$ cat config.mk
export PLATFORM = sky130hd
export DESIGN_NAME = packet_receiver_ack_nak_top
export DESIGN_NICKNAME = d
export VERILOG_FILES = /design/src/sv/prx_pkg.sv /design/src/sv/packet_receiver_ack_nak_top.sv /design/src/sv/prx_in_stage.sv /design/src/sv/prx_core.sv /design/src/sv/prx_out_stage.sv
export SDC_FILE = /design/constraint.sdc
export NUM_CORES = 1
export LEC_CHECK = 0
export BUFFER_PORTS_ARGS = -buffer_cell sky130_fd_sc_hd__buf_2
export CAP_MARGIN = 30
export CORE_ASPECT_RATIO = 1.25
export CORE_MARGIN = 1.5
export CORE_UTILIZATION = 45
export CTS_CLUSTER_SIZE = 10
export DETAILED_ROUTE_END_ITERATION = 12
export HOLD_SLACK_MARGIN = 0.08
export PLACE_DENSITY = 0.71
export SETUP_SLACK_MARGIN = 0.2
export SYNTH_ARGS = -nofsm -noshare
export SYNTH_HDL_FRONTEND = slang
export SYNTH_SLANG_ARGS = --single-unit
$ cat constraint.sdc
create_clock -name clk -period 13.3 [get_ports clk]
set_input_delay 1.33 -clock clk [delete_from_list [all_inputs] [get_ports clk]]
set_output_delay 1.33 -clock clk [all_outputs]
set_load 0.01 [all_outputs]
$ cat src/sv/prx_pkg.sv
// Package for the packet receiver with ACK/NAK replies.
// Holds the item types, action and status codes and length word constants.
// No dependencies; every other file of the block refers to it by scoped names.
`default_nettype none

package prx_pkg;

    // Action codes of an input item.
    localparam logic [1:0] ACT_HEADER  = 2'd0;
    localparam logic [1:0] ACT_TIMEOUT = 2'd1;
    localparam logic [1:0] ACT_START   = 2'd2;

    // Status codes of a result item.
    localparam logic [1:0] ST_REPLY = 2'd0;
    localparam logic [1:0] ST_WAIT  = 2'd1;
    localparam logic [1:0] ST_DONE  = 2'd2;
    localparam logic [1:0] ST_ERROR = 2'd3;

    // Configuration register indexes.
    localparam logic REG_CAPACITY  = 1'b0;
    localparam logic REG_DEST_BASE = 1'b1;

    // Length word bits.
    localparam logic [15:0] LEN_CRC_ERR = 16'h2000;
    localparam logic [15:0] LEN_QUERY   = 16'h4000;
    localparam logic [15:0] LEN_LAST    = 16'h1000;
    localparam logic [15:0] LEN_MASK    = 16'h0FFF;
    localparam int          LAST_BIT    = 12;

    typedef struct packed {
        logic [1:0]  action;
        logic [7:0]  pkt_sn;
        logic [15:0] pkt_len_word;
        logic        crc_match;
        logic        store_fail;
    } in_item_t;

    typedef struct packed {
        logic [1:0]  status;
        logic [7:0]  reply_sn;
        logic [15:0] reply_len_word;
        logic        store_write;
        logic [31:0] store_address;
        logic [11:0] store_length;
        logic [19:0] total_bytes;
    } out_item_t;

endpackage

`default_nettype wire

$ cat src/sv/packet_receiver_ack_nak_top.sv
// Top level of the packet receiver with ACK/NAK replies.
// Instantiates prx_in_stage, prx_core and prx_out_stage; uses prx_pkg.
//
// Usage: each item on the slave stream is one event of the link: a received
// packet header (with the outside CRC check result and the payload store
// outcome), a receive timeout or a request to start a new transfer. For every
// item exactly one result item leaves on the master stream: an ACK or NAK
// reply, a wait indication, or the end packet of a transfer (done or error),
// together with the payload store request for a data packet.
// Capacity and destination base must be written through the cfg_* port
// while the block is idle; the block itself does not enforce this. Writes
// take effect at the next clock edge. Path: an accepted item waits in the
// input register, is decided by prx_core and is loaded into the result
// register once that register has room.
// Throughput is one item per cycle unless m_axis_tready is low; the link
// state is a handful of counters updated in the cycle the decision is made.
// Stalls: when m_axis_tready is low the result register holds its item, the
// input register still takes one more item, and s_axis_tready then drops
// until the result is taken. Reset clears both registers' valid flags, the
// link state (idle) and both configuration registers.
`default_nettype none

module packet_receiver_ack_nak_top
#(
    parameter int NAK_LIMIT   = 3,
    parameter int RETRY_LIMIT = 3
)
(
    input  wire logic        clk,
    input  wire logic        rst_n,
    // Configuration write port: index 0 capacity, index 1 dest_base.
    input  wire logic        cfg_we,
    input  wire logic        cfg_addr,
    input  wire logic [31:0] cfg_data,
    // Input items.
    input  wire logic        s_axis_tvalid,
    output logic             s_axis_tready,
    // From bit 0: pkt_sn[7:0], pkt_len_word[23:8], crc_match[24],
    // store_fail[25], zero padding[31:26].
    input  wire logic [31:0] s_axis_tdata,
    // action[1:0].
    input  wire logic [1:0]  s_axis_tuser,
    // Result items.
    output logic             m_axis_tvalid,
    input  wire logic        m_axis_tready,
    // From bit 0: reply_sn[7:0], reply_len_word[23:8], store_write[24],
    // store_address[56:25], store_length[68:57], total_bytes[88:69],
    // zero padding[95:89].
    output logic [95:0]      m_axis_tdata,
    // status[1:0].
    output logic [1:0]       m_axis_tuser
);

    prx_pkg::in_item_t  s_item;
    prx_pkg::in_item_t  cur_item;
    prx_pkg::out_item_t result;
    prx_pkg::out_item_t m_item;
    logic               cur_valid;
    logic               can_load;
    logic               advance;

    assign s_item.action       = s_axis_tuser;
    assign s_item.pkt_sn       = s_axis_tdata[7:0];
    assign s_item.pkt_len_word = s_axis_tdata[23:8];
    assign s_item.crc_match    = s_axis_tdata[24];
    assign s_item.store_fail   = s_axis_tdata[25];

    // The held item is decided when the result register has room for it.
    assign advance = cur_valid && can_load;

    prx_in_stage u_in
    (
        .clk     (clk),
        .rst_n   (rst_n),
        .s_valid (s_axis_tvalid),
        .s_ready (s_axis_tready),
        .s_item  (s_item),
        .advance (advance),
        .valid   (cur_valid),
        .item    (cur_item)
    );

    prx_core
    #(
        .NAK_LIMIT   (NAK_LIMIT),
        .RETRY_LIMIT (RETRY_LIMIT)
    )
    u_core
    (
        .clk      (clk),
        .rst_n    (rst_n),
        .cfg_we   (cfg_we),
        .cfg_addr (cfg_addr),
        .cfg_data (cfg_data),
        .fire     (advance),
        .item     (cur_item),
        .result   (result)
    );

    prx_out_stage u_out
    (
        .clk      (clk),
        .rst_n    (rst_n),
        .load     (advance),
        .result   (result),
        .can_load (can_load),
        .m_valid  (m_axis_tvalid),
        .m_ready  (m_axis_tready),
        .m_item   (m_item)
    );

    assign m_axis_tuser  = m_item.status;
    assign m_axis_tdata  = {7'd0,
                            m_item.total_bytes,
                            m_item.store_length,
                            m_item.store_address,
                            m_item.store_write,
                            m_item.reply_len_word,
                            m_item.reply_sn};

endmodule

`default_nettype wire

$ cat src/sv/prx_in_stage.sv
// Input register of the packet receiver.
// Holds one accepted item until the decision stage takes it; uses prx_pkg.
`default_nettype none

module prx_in_stage
(
    input  wire logic              clk,
    input  wire logic              rst_n,
    input  wire logic              s_valid,
    output logic                   s_ready,
    input  wire prx_pkg::in_item_t s_item,
    input  wire logic              advance,
    output logic                   valid,
    output prx_pkg::in_item_t      item
);

    logic              valid_reg;
    logic              valid_next;
    prx_pkg::in_item_t item_reg;

    // The register can load whenever it is empty or its item moves on this cycle.
    assign s_ready    = !valid_reg || advance;
    assign valid_next = (s_valid && s_ready) ? 1'b1 : (advance ? 1'b0 : valid_reg);

    always_ff @(posedge clk or negedge rst_n)
    begin
        if (!rst_n)
        begin
            valid_reg <= 1'b0;
        end
        else
        begin
            valid_reg <= valid_next;
        end
    end

    always_ff @(posedge clk)
    begin
        if (s_valid && s_ready)
        begin
            item_reg <= s_item;
        end
    end

    assign valid = valid_reg;
    assign item  = item_reg;

endmodule

`default_nettype wire

$ cat src/sv/prx_core.sv
// Decision logic of the packet receiver: link state, configuration registers
// and the per-item reply computation. Uses prx_pkg.
`default_nettype none

module prx_core
#(
    parameter int NAK_LIMIT   = 3,
    parameter int RETRY_LIMIT = 3
)
(
    input  wire logic               clk,
    input  wire logic               rst_n,
    input  wire logic               cfg_we,
    input  wire logic               cfg_addr,
    input  wire logic [31:0]        cfg_data,
    input  wire logic               fire,
    input  wire prx_pkg::in_item_t  item,
    output prx_pkg::out_item_t      result
);

    logic [19:0] capacity_reg;
    logic [31:0] dest_base_reg;

    logic [7:0]  expected_sn_reg,    expected_sn_next;
    logic [2:0]  nak_count_reg,      nak_count_next;
    logic [1:0]  retry_count_reg,    retry_count_next;
    logic [19:0] received_total_reg, received_total_next;
    logic        last_seen_reg,      last_seen_next;
    logic        active_reg,         active_next;

    logic [11:0] len;
    logic [20:0] sum;
    logic        overflow;
    logic        good;
    logic [1:0]  retry_inc;
    logic [3:0]  nak_inc;

    assign len       = item.pkt_len_word[11:0];
    assign sum       = {1'b0, received_total_reg} + {9'd0, len};
    assign overflow  = sum > {1'b0, capacity_reg};
    assign good      = item.crc_match && (item.pkt_sn == expected_sn_reg);
    assign retry_inc = retry_count_reg + 2'd1;
    assign nak_inc   = {1'b0, nak_count_reg} + 4'd1;

    always_comb
    begin
        result              = '0;
        result.status       = prx_pkg::ST_WAIT;
        expected_sn_next    = expected_sn_reg;
        nak_count_next      = nak_count_reg;
        retry_count_next    = retry_count_reg;
        received_total_next = received_total_reg;
        last_seen_next      = last_seen_reg;
        active_next         = active_reg;

        if (item.action == prx_pkg::ACT_START)
        begin
            expected_sn_next    = '0;
            nak_count_next      = '0;
            retry_count_next    = '0;
            received_total_next = '0;
            last_seen_next      = 1'b0;
            active_next         = 1'b1;
        end
        else if (active_reg && item.action == prx_pkg::ACT_TIMEOUT)
        begin
            retry_count_next = retry_inc;
            if ({30'd0, retry_inc} >= 32'(RETRY_LIMIT))
            begin
                result.status         = prx_pkg::ST_ERROR;
                result.reply_len_word = prx_pkg::LEN_LAST;
                active_next           = 1'b0;
            end
        end
        else if (active_reg && item.action == prx_pkg::ACT_HEADER)
        begin
            retry_count_next = '0;
            if (good)
            begin
                nak_count_next = '0;
                if (overflow)
                begin
                    result.status         = prx_pkg::ST_ERROR;
                    result.reply_len_word = prx_pkg::LEN_LAST;
                    active_next           = 1'b0;
                end
                else if (item.pkt_len_word == prx_pkg::LEN_QUERY)
                begin
                    expected_sn_next = item.pkt_sn + 8'd1;
                    if (last_seen_reg)
                    begin
                        // Query after the last packet closes the transfer.
                        result.status         = prx_pkg::ST_DONE;
                        result.reply_len_word = prx_pkg::LEN_LAST;
                        result.total_bytes    = received_total_reg;
                        active_next           = 1'b0;
                    end
                    else
                    begin
                        result.status         = prx_pkg::ST_REPLY;
                        result.reply_sn       = item.pkt_sn;
                        result.reply_len_word = prx_pkg::LEN_LAST;
                        result.total_bytes    = received_total_reg;
                    end
                end
                else
                begin
                    result.store_write   = 1'b1;
                    result.store_address = dest_base_reg + {12'd0, received_total_reg};
                    result.store_length  = len;
                    if (item.store_fail)
                    begin
                        result.status         = prx_pkg::ST_ERROR;
                        result.reply_len_word = prx_pkg::LEN_LAST;
                        active_next           = 1'b0;
                    end
                    else
                    begin
                        received_total_next   = sum[19:0];
                        last_seen_next        = item.pkt_len_word[prx_pkg::LAST_BIT];
                        result.status         = prx_pkg::ST_REPLY;
                        result.reply_sn       = item.pkt_sn;
                        result.reply_len_word = prx_pkg::LEN_LAST;
                        result.total_bytes    = sum[19:0];
                    end
                end
            end
            else if ({28'd0, nak_inc} > 32'(NAK_LIMIT))
            begin
                result.status         = prx_pkg::ST_ERROR;
                result.reply_len_word = prx_pkg::LEN_LAST;
                active_next           = 1'b0;
            end
            else
            begin
                nak_count_next        = nak_inc[2:0];
                result.status         = prx_pkg::ST_REPLY;
                result.reply_sn       = item.pkt_sn;
                result.reply_len_word = item.crc_match ? prx_pkg::LEN_LAST
                                        : (prx_pkg::LEN_LAST | prx_pkg::LEN_CRC_ERR);
                result.total_bytes    = received_total_reg;
            end
        end

        // Any end of transfer returns the link state to idle.
        if (!active_next)
        begin
            expected_sn_next    = '0;
            nak_count_next      = '0;
            retry_count_next    = '0;
            received_total_next = '0;
            last_seen_next      = 1'b0;
        end
    end

    always_ff @(posedge clk or negedge rst_n)
    begin
        if (!rst_n)
        begin
            capacity_reg       <= '0;
            dest_base_reg      <= '0;
            expected_sn_reg    <= '0;
            nak_count_reg      <= '0;
            retry_count_reg    <= '0;
            received_total_reg <= '0;
            last_seen_reg      <= 1'b0;
            active_reg         <= 1'b0;
        end
        else
        begin
            if (cfg_we && cfg_addr == prx_pkg::REG_CAPACITY)
            begin
                capacity_reg <= cfg_data[19:0];
            end
            if (cfg_we && cfg_addr == prx_pkg::REG_DEST_BASE)
            begin
                dest_base_reg <= cfg_data;
            end
            if (fire)
            begin
                expected_sn_reg    <= expected_sn_next;
                nak_count_reg      <= nak_count_next;
                retry_count_reg    <= retry_count_next;
                received_total_reg <= received_total_next;
                last_seen_reg      <= last_seen_next;
                active_reg         <= active_next;
            end
        end
    end

endmodule

`default_nettype wire

$ cat src/sv/prx_out_stage.sv
// Result register of the packet receiver.
// Holds one result item until the downstream side takes it; uses prx_pkg.
`default_nettype none

module prx_out_stage
(
    input  wire logic               clk,
    input  wire logic               rst_n,
    input  wire logic               load,
    input  wire prx_pkg::out_item_t result,
    output logic                    can_load,
    output logic                    m_valid,
    input  wire logic               m_ready,
    output prx_pkg::out_item_t      m_item
);

    logic               valid_reg;
    logic               valid_next;
    prx_pkg::out_item_t item_reg;

    assign can_load   = !valid_reg || m_ready;
    assign valid_next = load ? 1'b1 : (m_ready ? 1'b0 : valid_reg);

    always_ff @(posedge clk or negedge rst_n)
    begin
        if (!rst_n)
        begin
            valid_reg <= 1'b0;
        end
        else
        begin
            valid_reg <= valid_next;
        end
    end

    always_ff @(posedge clk)
    begin
        if (load)
        begin
            item_reg <= result;
        end
    end

    assign m_valid = valid_reg;
    assign m_item  = item_reg;

endmodule

`default_nettype wire

# Yosys cells after proc, flatten, opt, wreduce, memory -nomap -nowiden
# Index checks and enable logic that the tools add are counted.
# Widths: inputs -> output; s select.
# totals
register_bits,208
input_bits,72
out_inout_bits,100
wordCells,139
# op_classes
addsub,5
magnitude_cmp,3
eq_ne,13
muxes,72
n_bitwise,3
reduce_logical,21
# ops
cell,count
$mux 20,12
$mux 91,1
$mux 45,2
$mux 8,11
$mux 65,1
$mux 26,2
$mux 16,3
$add 32x20->32,1
$mux 1,22
$add 20x12->21,1
$gt 21x20->1,1
$ne 3x3->1 const B,7
$mux 2,10
$mux 3,6
$eq 16x15->1 const B,1
$mux 14,1
$mux 13,1
$add 8x1->8 const B,1
$eq 8x8->1,1
$ne 4x4->1 const B,2
$logic_and 1x1->1,7
$reduce_and 7->1,1
$reduce_and 6->1,1
$reduce_or 6->1,1
15 further kinds,20

# Logic depth before layout (Yosys ltp)
# Gate-level depths: netlist of run 1.
# depth
depth_word,9
ltp_mapped,22
mapped_depth_nobuf,21

# Hierarchy
# A second synthesis of run 1 with hierarchy kept.
# unflattened
cells_unflattened,955
hier_area_um2,10670.2
# modules_own_cells
mod,instances,cells_each,area_each_um2,seq_area_each_um2
prx_core,1,820,6932.9,2177.1
prx_out_stage,1,94,2780.2,2757.6
prx_in_stage,1,32,894.6,865.8
packet_receiver_ack_nak_top,1,9,62.6,0.0

# Worst setup path after synthesis of run 1
# OpenSTA, ideal clock, no wires.
# synth_timing
path_kind,register to register
startpoint,register u_core.received_total_reg[0]
endpoint,register u_core.received_total_reg[14]
setup_ns,0.121
t_arrival_ns,4.127
required_time_ns,13.179
setup_slack_ns,9.052
path_stages_with_launch,22
n_path_buf,2
period_less_slack_ns,4.248
path_cell_list,dfrtp_1 > ha_1 > inv_1 > fa_1 > nor2b_4 > o31a_4 > o211ai_2 > o21ai_4 > and2_1 > nand2_1 > xnor2_1 > ha_1 > a21o_1 > a221oi_1 > o21ai_0 > o22ai_2 > a31oi_1 > a21boi_1 > nand2b_1 > buf_6 > buf_6 > a22o_1
# synth_between
elab_chain_len,9
word_cells_on_any_way,22
classes_between,1 x add/sub; 1 x order compare; 6 x eq/ne; 13 x mux; 1 x reduce/logical
# synth_rtl
element,line_no,rtl
start: declaration,prx_core.sv:27,"logic [19:0] received_total_reg, received_total_next;"
start signal: assignment,prx_core.sv:184,received_total_reg <= received_total_next;
$add 20x12->21 *,prx_core.sv:39,"assign sum = {1'b0, received_total_reg} + {9'd0, len};"
$gt 21x20->1 / $mux 20 (equally long branches),"prx_core.sv:40, prx_core.sv:111",
$mux 1 / $mux 20 (equally long branches),"prx_core.sv:81, prx_core.sv:87",
$mux 1 / $mux 20 (equally long branches),"prx_core.sv:78, prx_core.sv:81",
$mux 1 / $mux 20 (equally long branches),"prx_core.sv:75, prx_core.sv:78",
$mux 1 / $mux 20 (equally long branches),"prx_core.sv:65, prx_core.sv:75",
$mux 1 / $mux 20 (equally long branches),"prx_core.sv:56, prx_core.sv:65",
$ne 3x3->1 (no source line) / $mux 20 (equally long branches),n/a,
$reduce_and 7->1 (no source line) / $mux 20 (equally long branches),n/a,
# Every way passes the cells marked *; elsewhere a longest branch is shown, timed or not. The select of a mux whose other input is x is not followed.
# A chain may end at the register's enable or synchronous reset.

# Worst setup path after layout of run 1
# layout_timing
startpoint,register u_core.received_total_reg[0]
endpoint,"register u_out.item_reg (netlist bit u_out.m_item[45]), data pin"
# layout_between
elab_chain_len,3
word_cells_on_any_way,4
classes_between,2 x add/sub; 1 x order compare; 1 x reduce/logical
# layout_rtl
element,line_no,rtl
$add 20x12->21,prx_core.sv:39,
$gt 21x20->1,prx_core.sv:40,"assign overflow = sum > {1'b0, capacity_reg};"
$reduce_or 6->1 (no source line),n/a,
end signal: assignment,prx_out_stage.sv:40,item_reg <= result;
end: declaration,prx_out_stage.sv:19,prx_pkg::out_item_t item_reg;
# Parallel ways exist; a longest one is shown, timed or not.

==> reports/metrics.yaml, run 1 <==
power:
  power_density_nw_per_um2: 120
  switching_share_pct: 27.9
  seq_power_share_pct: 50.6
  irDropWorstVdd_mv: 0.0989
  p_comb_share_pct: 13.2
  p_clk_share_pct: 36.1
  p_leak_nw: 5.15
  netSwitchingPower_mw: 0.393
  p_int_mw: 1.01
final_layout:
  synthToLayoutAreaGrowth_pct: 15.1
  nNetsFinal: 1170
  largest_register_ffs: 77
  most-common-layout-cells: "143 x buf_2, 105 x edfxtp_1, 89 x dfrtp_1"
  stdcell_count: 1338
  fin_area_um2: 11700
  mostFrequentLayoutCell: "buf_2"
  final_layout_size_suffix_gt1_share_pct: 23.7
placed_design:
  dpl.cell_count: 1304
  dp_slack_ns: 7.53
  place_area_um2: 11100
  dpl.hpwl_um: 16100
  gp_congestion: 0.855
  port_buffers: 144
yosys:
  synth_top_family_by_area: "simple AND/OR/NAND/NOR gates"
  postSynth.asyncResetShare_pct: 45.9
  synth-adder-area-share_pct: 7.13
  synth-simple-area-share_pct: 14.0
  synth_compound_area_share_pct: 13.3
  synth-xor-area-share_pct: 4.81
  synth_edf_count: 105
  syn_area_um2: 10200
  avgSynthCellArea_um2: 11.4
  ys_seq_area_share_pct: 52.7
  synth_top_area_cell: "edfxtp_1"
  synthMuxAreaShare_pct: 3.64
  ys_types: 77
  syn_inst: 898
  ys_ff_latch: 194
  ys.flop_type: "edfxtp_1"
  yosysWarnings: 0
  synth_top_cells_by_area: "edfxtp_1 31%, dfrtp_1 22%, ha_1 6.7%"
  synth_top_area_share_pct: 30.9
timing:
  max_freq_mhz: 174
  slew_viol_final: 0
  finalCriticalPeriod_ns: 5.76
  finalCritPeriodShare_pct: 43.3
  fin_ws_ns: 7.54
  worst_pin_slew_ns: 0.789
  maxSlewHeadroom_pct: 47.4
  setup_violations: 0
  finalClockSkew_ns: 0.0197
  fin_tns_setup_ns: 0
  rsz0062_at_grt: "no"
  final_hold_viol_count: 0
worst_setup_path:
  critPathMaxFanout: 32
  startpoint: "u_core.received_total_reg[0]"
  critPathLaunchType: "register"
  arrival_ns: 6.07
  worst-setup-path-type: "reg2reg"
  end_kind: "register"
  r2r_start: "u_core.received_total_reg[0]"
  required_ns: 13.61
detailed_routing:
  ant_nets: 0
  routed_wl_um: 21900
  dr.pass1.iters: 6
  via_per_inst: 5.36
  wl_per_cell_um: 16.4
  drt-initial-drc-count: 503
  drc: 0
  num_vias: 7166
min_path:
  min_from: "u_core.retry_count_reg[1]"
  hold_class: "reg2reg"
cts:
  cts_tree: "done"
  numCtsBuffers: 17
  path_clk_slew_ns: 0.08
  cts_root_buf: "clkbuf_16"
  cts_buffer_depth: 2
  clk_latency_ns: 0.45
  clock_sinks: 194
  hold_buffers: 0
  cts_resized: 0
  h-tree-depth: 4
  postCtsSetupBuffers: 0
grt:
  grt_usage_pct: 19.4
  grt-ovfl-total: 0
  grt_max_degree: 76
  grt_pass1_wl_um: 35200
  antenna_found_initial: 0
  grt_pass1_vias: 7030
floorplan:
  pin_count: 172
  core_um2: 22300
  die_h_um: 171
  dieArea_um2: 23600
  start_util_pct: 45.8
  rows: 61
  dieWidth_um: 138
run:
  cap_viol_max_count: 0
run_status:
  outcome: "complete, no violations"
power by group through the flow:
stage               clock network [mW]  registers, mW  logic, mW
global placement                     0          0.723      0.181
detailed placement                   0          0.725      0.186
CTS                              0.519          0.713      0.187
global route                     0.542          0.719      0.211
finish                           0.509          0.713      0.186
floorplan                            0          0.728      0.123
cell type report:
class | count | area (µm²)
well taps | 283 | 354
fillers | 1948 | 10500
clock inverters | 15 | 163
diodes | 1 | 2.50
flip-flops and latches | 194 | 5380
inverters | 43 | 163
repair buffers | 152 | 803
clock buffers | 17 | 425
multi-input cells | 633 | 4450
metrics by stage:
stage | power (mW) | hold WS [ns] | utilization, %
after floorplan | 0.852 | 0.452 | -
after global placement | 0.904 | 0.470 | 49.9
after detailed placement | 0.911 | 0.479 | 49.9
after CTS | 1.42 | 0.496 | 52.6
after global routing | 1.47 | 0.519 | 52.7
final | 1.41 | 0.493 | 52.7
logic make-up (layout without fill, tap and decap cells):
family,after synthesis,count (layout)
AND/OR/NAND/NOR,275,275
AO/OA/AOI/OAI,191,191
other,1,22
flip-flops,194,194
buffers and inverters,91,227
adder cells (fa/ha/maj),57,57
multiplexers,33,33
XOR/XNOR,56,56
critical path, stage by stage, from the launching register on:
cell and delay (ns):
dfrtp_1 0.42, ha_1 0.22, inv_1 0.06, fa_1 0.44
nor2b_4 0.16, o31a_4 0.15, o211ai_2 0.13, o21ai_4 0.29
and2_1 0.26, nand2_1 0.08, xnor2_1 0.25, ha_1 0.30
a21o_1 0.18, a221oi_1 0.32, o21ai_0 0.18, o22ai_2 0.36
nand2_2 0.16, nor2_2 0.23, nand3_2 0.63, inv_2 0.54
o311a_1 0.24
path summary, 6_finish.rpt:
kind,end,slack (ns),cells after the start
worst max-delay path,u_out.m_item[45],7.54,20
worst min-delay path,u_core.retry_count_reg[1],0.49,2
worst max register to register,u_out.m_item[45],7.54,20
worst min register to register,u_core.retry_count_reg[1],0.49,2
max in group asynchronous,u_core.dest_base_reg[17],11.76,3
min in group asynchronous,u_out.m_valid,0.74,1
routing by layer:
metal | GRT usage, % | vias up | part of all wire [%]
met1 | 24.5 | 3412 | 43
met2 | 33.5 | 231 | 49
met4 | 6.84 | 0 | 1.8
met5 | 0 | - | 0
met3 | 3.42 | 30 | 5.4
li1 | - | 3493 | -
cells in the mapped netlist, types with 16 or more instances:
library cell,count
inv_1,42
and3_1,18
dfrtp_1,89
nor2_1,78
nand2_1,58
buf_4,23
a22o_1,23
and2_1,25
o21ai_0,40
xnor2_1,44
nor2b_1,16
a21oi_1,32
nor3_1,16
a22oi_1,17
edfxtp_1,105
mux2_2,33
ha_1,55
No activity file was read; power rests on OpenSTA's default activity.
==> inputs of run 2 (changes only) <==
--- a/config.mk
+++ b/config.mk
@@ -5,6 +5,7 @@
 export SDC_FILE = /design/constraint.sdc
 export NUM_CORES = 1
 export LEC_CHECK = 0
+export ABC_AREA = 1
 export BUFFER_PORTS_ARGS = -buffer_cell sky130_fd_sc_hd__buf_2
 export CAP_MARGIN = 30
 export CORE_ASPECT_RATIO = 1.25
==> constraint.sdc (replaced) <==
create_clock -name clk -period 5.9 [get_ports clk]
set_input_delay 0.59 -clock clk [delete_from_list [all_inputs] [get_ports clk]]
set_output_delay 0.59 -clock clk [all_outputs]
set_load 0.01 [all_outputs]
==> reports/metrics.yaml, run 2 <==
worst_setup_path:
  r2r_slack_ns: 0.98  # -6.56 ns
  required_ns: 6.23  # -7.38 ns
  arrival_ns: 5.25  # -0.82 ns
  r2r_cells: 28  # +40%
  cp_slowest_stage_delay_ns: 0.46  # -0.17 ns
  worst-setup-path-type: "reg2reg"
  r2r_start: "u_core.received_total_reg[2]"
  crit_slowest_cell: "dfrtp_1"
  end_kind: "register"
  critPathLaunchType: "register"
  critPathMaxFanout: 22  # -31%
  startpoint: "u_core.received_total_reg[2]"
  cpMostUsedCell: "nand2_1"
  r2r_end: "u_core.received_total_reg[2]"
  cp-endpoint: "u_core.received_total_reg[2]"
yosys:
  ys.flop_type: "edfxtp_1"
  ys_types: 50  # -35%
  ys_ff_latch: 194  # unchanged
  avgSynthCellArea_um2: 8.70  # -23%
  synth_top_area_cell: "edfxtp_1"
  synth_edf_count: 105  # unchanged
  synth_top_area_share_pct: 29.3  # -1.6 points
  ys_top_cells_by_count: "265 x nand2_1, 153 x inv_1, 106 x nor2_1"
  yosysWarnings: 0  # unchanged
  syn_area_um2: 10700  # +5.3%
  yosysMostFrequentCell: "nand2_1"
  postSynth.asyncResetShare_pct: 45.9  # unchanged
  syn_inst: 1236  # +38%
  ys_seq_area_share_pct: 50.1  # -2.7 points
  synth_top_cells_by_area: "edfxtp_1 29%, dfrtp_1 21%, nand2_1 9.3%"
grt:
  antenna_found_initial: 0  # unchanged
  grt_use_met3_pct: 3.63  # +0.21 points
  grt_pass1_wl_um: 40000  # +14%
  use_met2_pct: 36.5  # +3.1 points
  grt_pass1_vias: 8392  # +19%
  grt_usage_pct: 20.7  # +1.3 points
  busiest_layer: "met2"
  grt-ovfl-total: 0  # unchanged
  globalRouteMet1Util_pct: 24.6  # +0.15 points
  grt_max_degree: 58  # -24%
detailed_routing:
  ant_nets: 0  # unchanged
  via_per_inst: 5.13  # -4.2%
  dr.pass1.iters: 8  # +2
  num_vias: 8602  # +20%
  drc: 0  # unchanged
  routed_wl_um: 25100  # +14%
  wl_per_cell_um: 14.9  # -8.8%
  drt-initial-drc-count: 592  # +18%
timing:
  fin_tns_setup_ns: 0  # unchanged
  finalCriticalPeriod_ns: 4.92  # -0.840 ns
  worst_pin_slew_ns: 0.984  # +0.195 ns
  setup_violations: 0  # unchanged
  max_freq_mhz: 203  # +17%
  slew_viol_final: 0  # unchanged
  maxSlewHeadroom_pct: 34.3  # -13 points
  hold-worst-slack_ns: 0.321  # -0.171 ns
  final_hold_viol_count: 0  # unchanged
  rsz0062_at_grt: "no"
  finalCritPeriodShare_pct: 83.4  # +40 points
  finalClockSkew_ns: 0.0113  # -0.00839 ns
min_path:
  hold_class: "in2reg"
  min_from: "s_axis_tuser[0]"
floorplan:
  start_util_pct: 45.6  # -0.19 points
  core_um2: 23600  # +5.8%
  die_h_um: 176  # +2.6%
  dieWidth_um: 141  # +2.6%
  dieArea_um2: 24800  # +5.2%
  rows: 63  # +3.3%
  pin_count: 172  # unchanged
placed_design:
  port_buffers: 144  # unchanged
  gp_congestion: 0.924  # +8.0%
  dpl.hpwl_um: 18500  # +15%
run:
  cap_viol_max_count: 0  # unchanged
power:
  p_leak_nw: 5.93  # +15%
  power_mw: 4.41  # +210%
  irDropWorstVdd_mv: 0.217  # +120%
  power_density_nw_per_um2: 357  # +200%
cts:
  clock_sinks: 194  # unchanged
  path_clk_slew_ns: 0.07  # about the same
  h-tree-depth: 4  # unchanged
  cts_tree: "done"
  clk_latency_ns: 0.44  # about the same
  cts_buffer_depth: 2  # unchanged
  cts_root_buf: "clkbuf_16"
  numCtsBuffers: 17  # unchanged
  cts_resized: 0  # unchanged
final_layout:
  synthToLayoutAreaGrowth_pct: 14.8
  antennaDiodeCount: 0  # -1
  final_layout_size_suffix_gt1_share_pct: 16.8  # -6.9 points
  nNetsFinal: 1501  # +28%
  most-common-layout-cells: "265 x nand2_1, 153 x inv_1, 143 x buf_2"
  mostFrequentLayoutCell: "nand2_1"
  largest_register_ffs: 77  # unchanged
run_status:
  outcome: "complete, no violations"
run 2: critical path: cells and delay by family (launching register included):
family / cells / cell delay (ns)
AO/OA/AOI/OAI: 5 / 1.09
adder cells (fa/ha/maj): 2 / 0.62
buffers and inverters: 2 / 0.38
flip-flops: 1 / 0.46
AND/OR/NAND/NOR: 19 / 2.26
run 2: area by class of cell:
type / count / area [µm²]
multi-input combinational: 845 / 4530
tap: 292 / 365
inverter: 160 / 601
timing repair buffer: 154 / 868
sequential: 194 / 5380
fill: 2160 / 11200
clock buffer: 20 / 500
clock inverter: 12 / 98.8
run 2: kinds of logic after synthesis:
| group | share of synthesized area (%) |
|---|---|
| adder cells (fa/ha/maj) | 6.78 |
| multiplexers | 0.733 |
| AO/OA/AOI/OAI | 11.8 |
| flip-flops | 50.1 |
| XOR/XNOR | 1.87 |
| buffers and inverters | 8.61 |
| AND/OR/NAND/NOR | 20.1 |
| other | 0.0349 |
run 2: where the power goes:
part / total [mW] / internal, mW / switching [mW]
combinational: 1.44 / 0.514 / 0.924
clock: 1.17 / 0.629 / 0.541
sequential: 1.80 / 1.63 / 0.168
total: 4.41 / 2.78 / 1.63
run 2: worst min-delay path by stage:
stage | endpoint | slack (ns) | cells after the start
after floorplan | u_core.active_reg | 0.29 | 0
after global placement | u_core.last_seen_reg | 0.46 | 2
after detailed placement | u_core.last_seen_reg | 0.46 | 2
after CTS | u_in.item[27] | 0.30 | 1
after global routing | u_in.item[1] | 0.30 | 1
final | u_in.item[26] | 0.32 | 1
run 2: per-layer routing:
layer | up-vias | share of wire [%]
li1 | 4334 | -
met1 | 3951 | 43
met2 | 269 | 49
met3 | 48 | 5.1
met4 | 0 | 2.8
met5 | - | 0
run 2: per-stage QoR:
step                      worst slack [ns]  cells  util [%]  area [µm²]
after floorplan                       1.87   1256         -       10800
after global placement                1.01   1640      49.4       11600
after detailed placement              1.01   1644      49.8       11700
after CTS                            0.986   1677      52.4       12300
after global routing                 0.398   1677      52.4       12300
final                                0.982   1677      52.4       12300
run 2: repair_timing:
item	in CTS	in global routing
hold buffers	1	0
hold endpoints to repair	14	0
buffers inserted	0	0
==> inputs of run 3 (changes only) <==
--- a/config.mk
+++ b/config.mk
@@ -14,7 +14,7 @@
 export CTS_CLUSTER_SIZE = 10
 export DETAILED_ROUTE_END_ITERATION = 12
 export HOLD_SLACK_MARGIN = 0.08
-export PLACE_DENSITY = 0.71
+export PLACE_DENSITY = 0.73
 export SETUP_SLACK_MARGIN = 0.2
 export SYNTH_ARGS = -nofsm -noshare
 export SYNTH_HDL_FRONTEND = slang
==> constraint.sdc (replaced) <==
create_clock -name clk -period 4 [get_ports clk]
set_input_delay 0.4 -clock clk [delete_from_list [all_inputs] [get_ports clk]]
set_output_delay 0.4 -clock clk [all_outputs]
set_load 0.01 [all_outputs]
==> reports/metrics.yaml, run 3 (same netlist as run 2, synthesis figures left out) <==
final_layout:
  final_util_pct: 58.9  # +6.5 points
  fin_area_um2: 13900  # +12%
  final_layout_size_suffix_gt1_share_pct: 31.1  # +14 points
  nNetsFinal: 1597  # +6.4%
  largest_register_ffs: 77  # unchanged
  synthToLayoutAreaGrowth_pct: 29.1
  mostFrequentLayoutCell: "nand2_1"
  most-common-layout-cells: "222 x nand2_1, 145 x inv_1, 143 x buf_2"
min_path:
  whs_path_depth: 1  # unchanged
  min_to: "u_in.item[0]"
  min_from: "s_axis_tdata[25]"
  hold_class: "in2reg"
placed_design:
  dp_slack_ns: -0.195  # -1.20 ns
  port_buffers: 144  # unchanged
  gp_congestion: 0.904  # -2.1%
  place_area_um2: 12200  # +4.2%
  dpl.hpwl_um: 19000  # +3.0%
detailed_routing:
  ant_nets: 0  # unchanged
  dr.pass1.iters: 6  # -2
  routed_wl_um: 28500  # +14%
  drc: 0  # unchanged
  drt-initial-drc-count: 841  # +42%
  via_per_inst: 5.32  # +3.8%
  num_vias: 9444  # +9.8%
  wl_per_cell_um: 16.1  # +7.7%
worst_setup_path:
  r2r_end: "u_core.received_total_reg[0]"
  r2r_slack_ns: -0.05  # -1.04 ns
  startpoint: "u_core.received_total_reg[0]"
  end_kind: "register"
  required_ns: 4.38  # -1.85 ns
  critPathLaunchType: "register"
  critPathMaxFanout: 8  # -64%
  arrival_ns: 4.43  # -0.82 ns
  worst-setup-path-type: "reg2reg"
  r2r_cells: 26  # -7.1%
  r2r_start: "u_core.received_total_reg[0]"
grt:
  grt_pass1_wl_um: 43300  # +8.1%
  grt_max_degree: 61  # +5.2%
  grt-ovfl-total: 0  # unchanged
  grt_usage_pct: 22.5  # +1.8 points
  antenna_found_initial: 0  # unchanged
  grt_pass1_vias: 8822  # +5.1%
timing:
  worst_pin_slew_ns: 0.784  # -0.200 ns
  maxSlewHeadroom_pct: 47.5  # +13 points
  hold-worst-slack_ns: 0.124  # -0.198 ns
  rsz0062_at_grt: "yes"
  setup_violations: 34  # +34
  finalCriticalPeriod_ns: 4.05  # -0.864 ns
  max_freq_mhz: 247  # +21%
  final_hold_viol_count: 0  # unchanged
  slew_viol_final: 0  # unchanged
  fin_ws_ns: -0.0542  # -1.04 ns
  finalCritPeriodShare_pct: 101  # +18 points
  finalClockSkew_ns: 0.0110  # -0.000381 ns
floorplan:
  dieWidth_um: 141  # unchanged
  start_util_pct: 45.6  # unchanged
  die_h_um: 176  # unchanged
  rows: 63  # unchanged
  dieArea_um2: 24800  # unchanged
  core_um2: 23600  # unchanged
  pin_count: 172  # unchanged
power:
  p_leak_nw: 6.52  # +10%
  power_mw: 7.47  # +69%
  irDropWorstVdd_mv: 0.301  # +39%
  power_density_nw_per_um2: 539  # +51%
cts:
  cts_root_buf: "clkbuf_16"
  numCtsBuffers: 17  # unchanged
  h-tree-depth: 4  # unchanged
  clk_latency_ns: 0.45  # about the same
  cts_tree: "done"
  path_clk_slew_ns: 0.07  # about the same
  cts_buffer_depth: 2  # unchanged
  clock_sinks: 194  # unchanged
run_status:
  violations: "setup timing"
  outcome: "complete, but fails checks"
run:
  cap_viol_max_count: 0  # unchanged
[run 3: area by class of cell]
class                   count  area, µm²
inverters                 160        606
diodes                      1       2.50
clock buffers              19        433
fillers                  1935       9700
well taps                 292        365
multi-input cells         845       5190
clock inverters            13        124
flip-flops and latches    194       5380
repair buffers            250       1770
[run 3: worst max-delay path, cell delays in order (launching register included)]
cell,delay [ns]
dfrtp_1,0.40
ha_2,0.22
inv_2,0.04
fa_2,0.40
inv_2,0.08
a31oi_4,0.11
o211ai_4,0.25
buf_6,0.16
buf_6,0.10
nand3_4,0.06
xor2_2,0.17
ha_1,0.33
a21oi_1,0.13
o21bai_1,0.10
a21oi_2,0.15
nand2_1,0.09
nand2_2,0.12
nand3_2,0.09
nand2_2,0.10
nand2_4,0.08
a21boi_4,0.18
buf_6,0.13
o211ai_4,0.09
nand2_4,0.14
buf_12,0.16
nand2_1,0.05
nand2_1,0.06
[run 3: report_power, final]
| group | switching (mW) | total (mW) | internal [mW] |
|---|---|---|---|
| combinational | 1.83 | 3.20 | 1.37 |
| sequential | 0.210 | 2.62 | 2.41 |
| clock | 0.785 | 1.65 | 0.867 |
| total | 2.83 | 7.47 | 4.65 |
[run 3: what timing repair did]
item,4_1_cts,5_1_grt
endpoints found under the hold margin,12,0
hold buffers,1,0
pin swaps,10,48
cloned,3,1
resized for setup,65,122
setup endpoints to repair,107,107
setup buffers,19,11
[run 3: per-stage QoR]
stage	instances	TNS, ns
after CTS	1760	0
after global placement	1702	-5.18
after detailed placement	1705	-8.01
after global routing	1773	-10.81
final	1774	-1.03
after floorplan	1256	0
[run 3: layer usage]
metal  GRT usage, %  up-vias  wire length, µm
li1               -     4532                -
met1           27.1     4470            11400
met2           39.3      380            14400
met3           3.95       62             1900
met4           9.81        0              851
met5              0        -                0
[run 3: how the worst max path moves through the flow]
stage,endpoint,slack [ns],cells after the start
floorplan,u_core.received_total_reg[15],0.21,29
global placement,u_out.m_item[52],-0.15,26
detailed placement,u_out.m_item[52],-0.19,26
CTS,u_out.m_item[52],0.16,25
global route,u_out.m_item[46],-0.23,26
finish,u_core.received_total_reg[0],-0.05,26
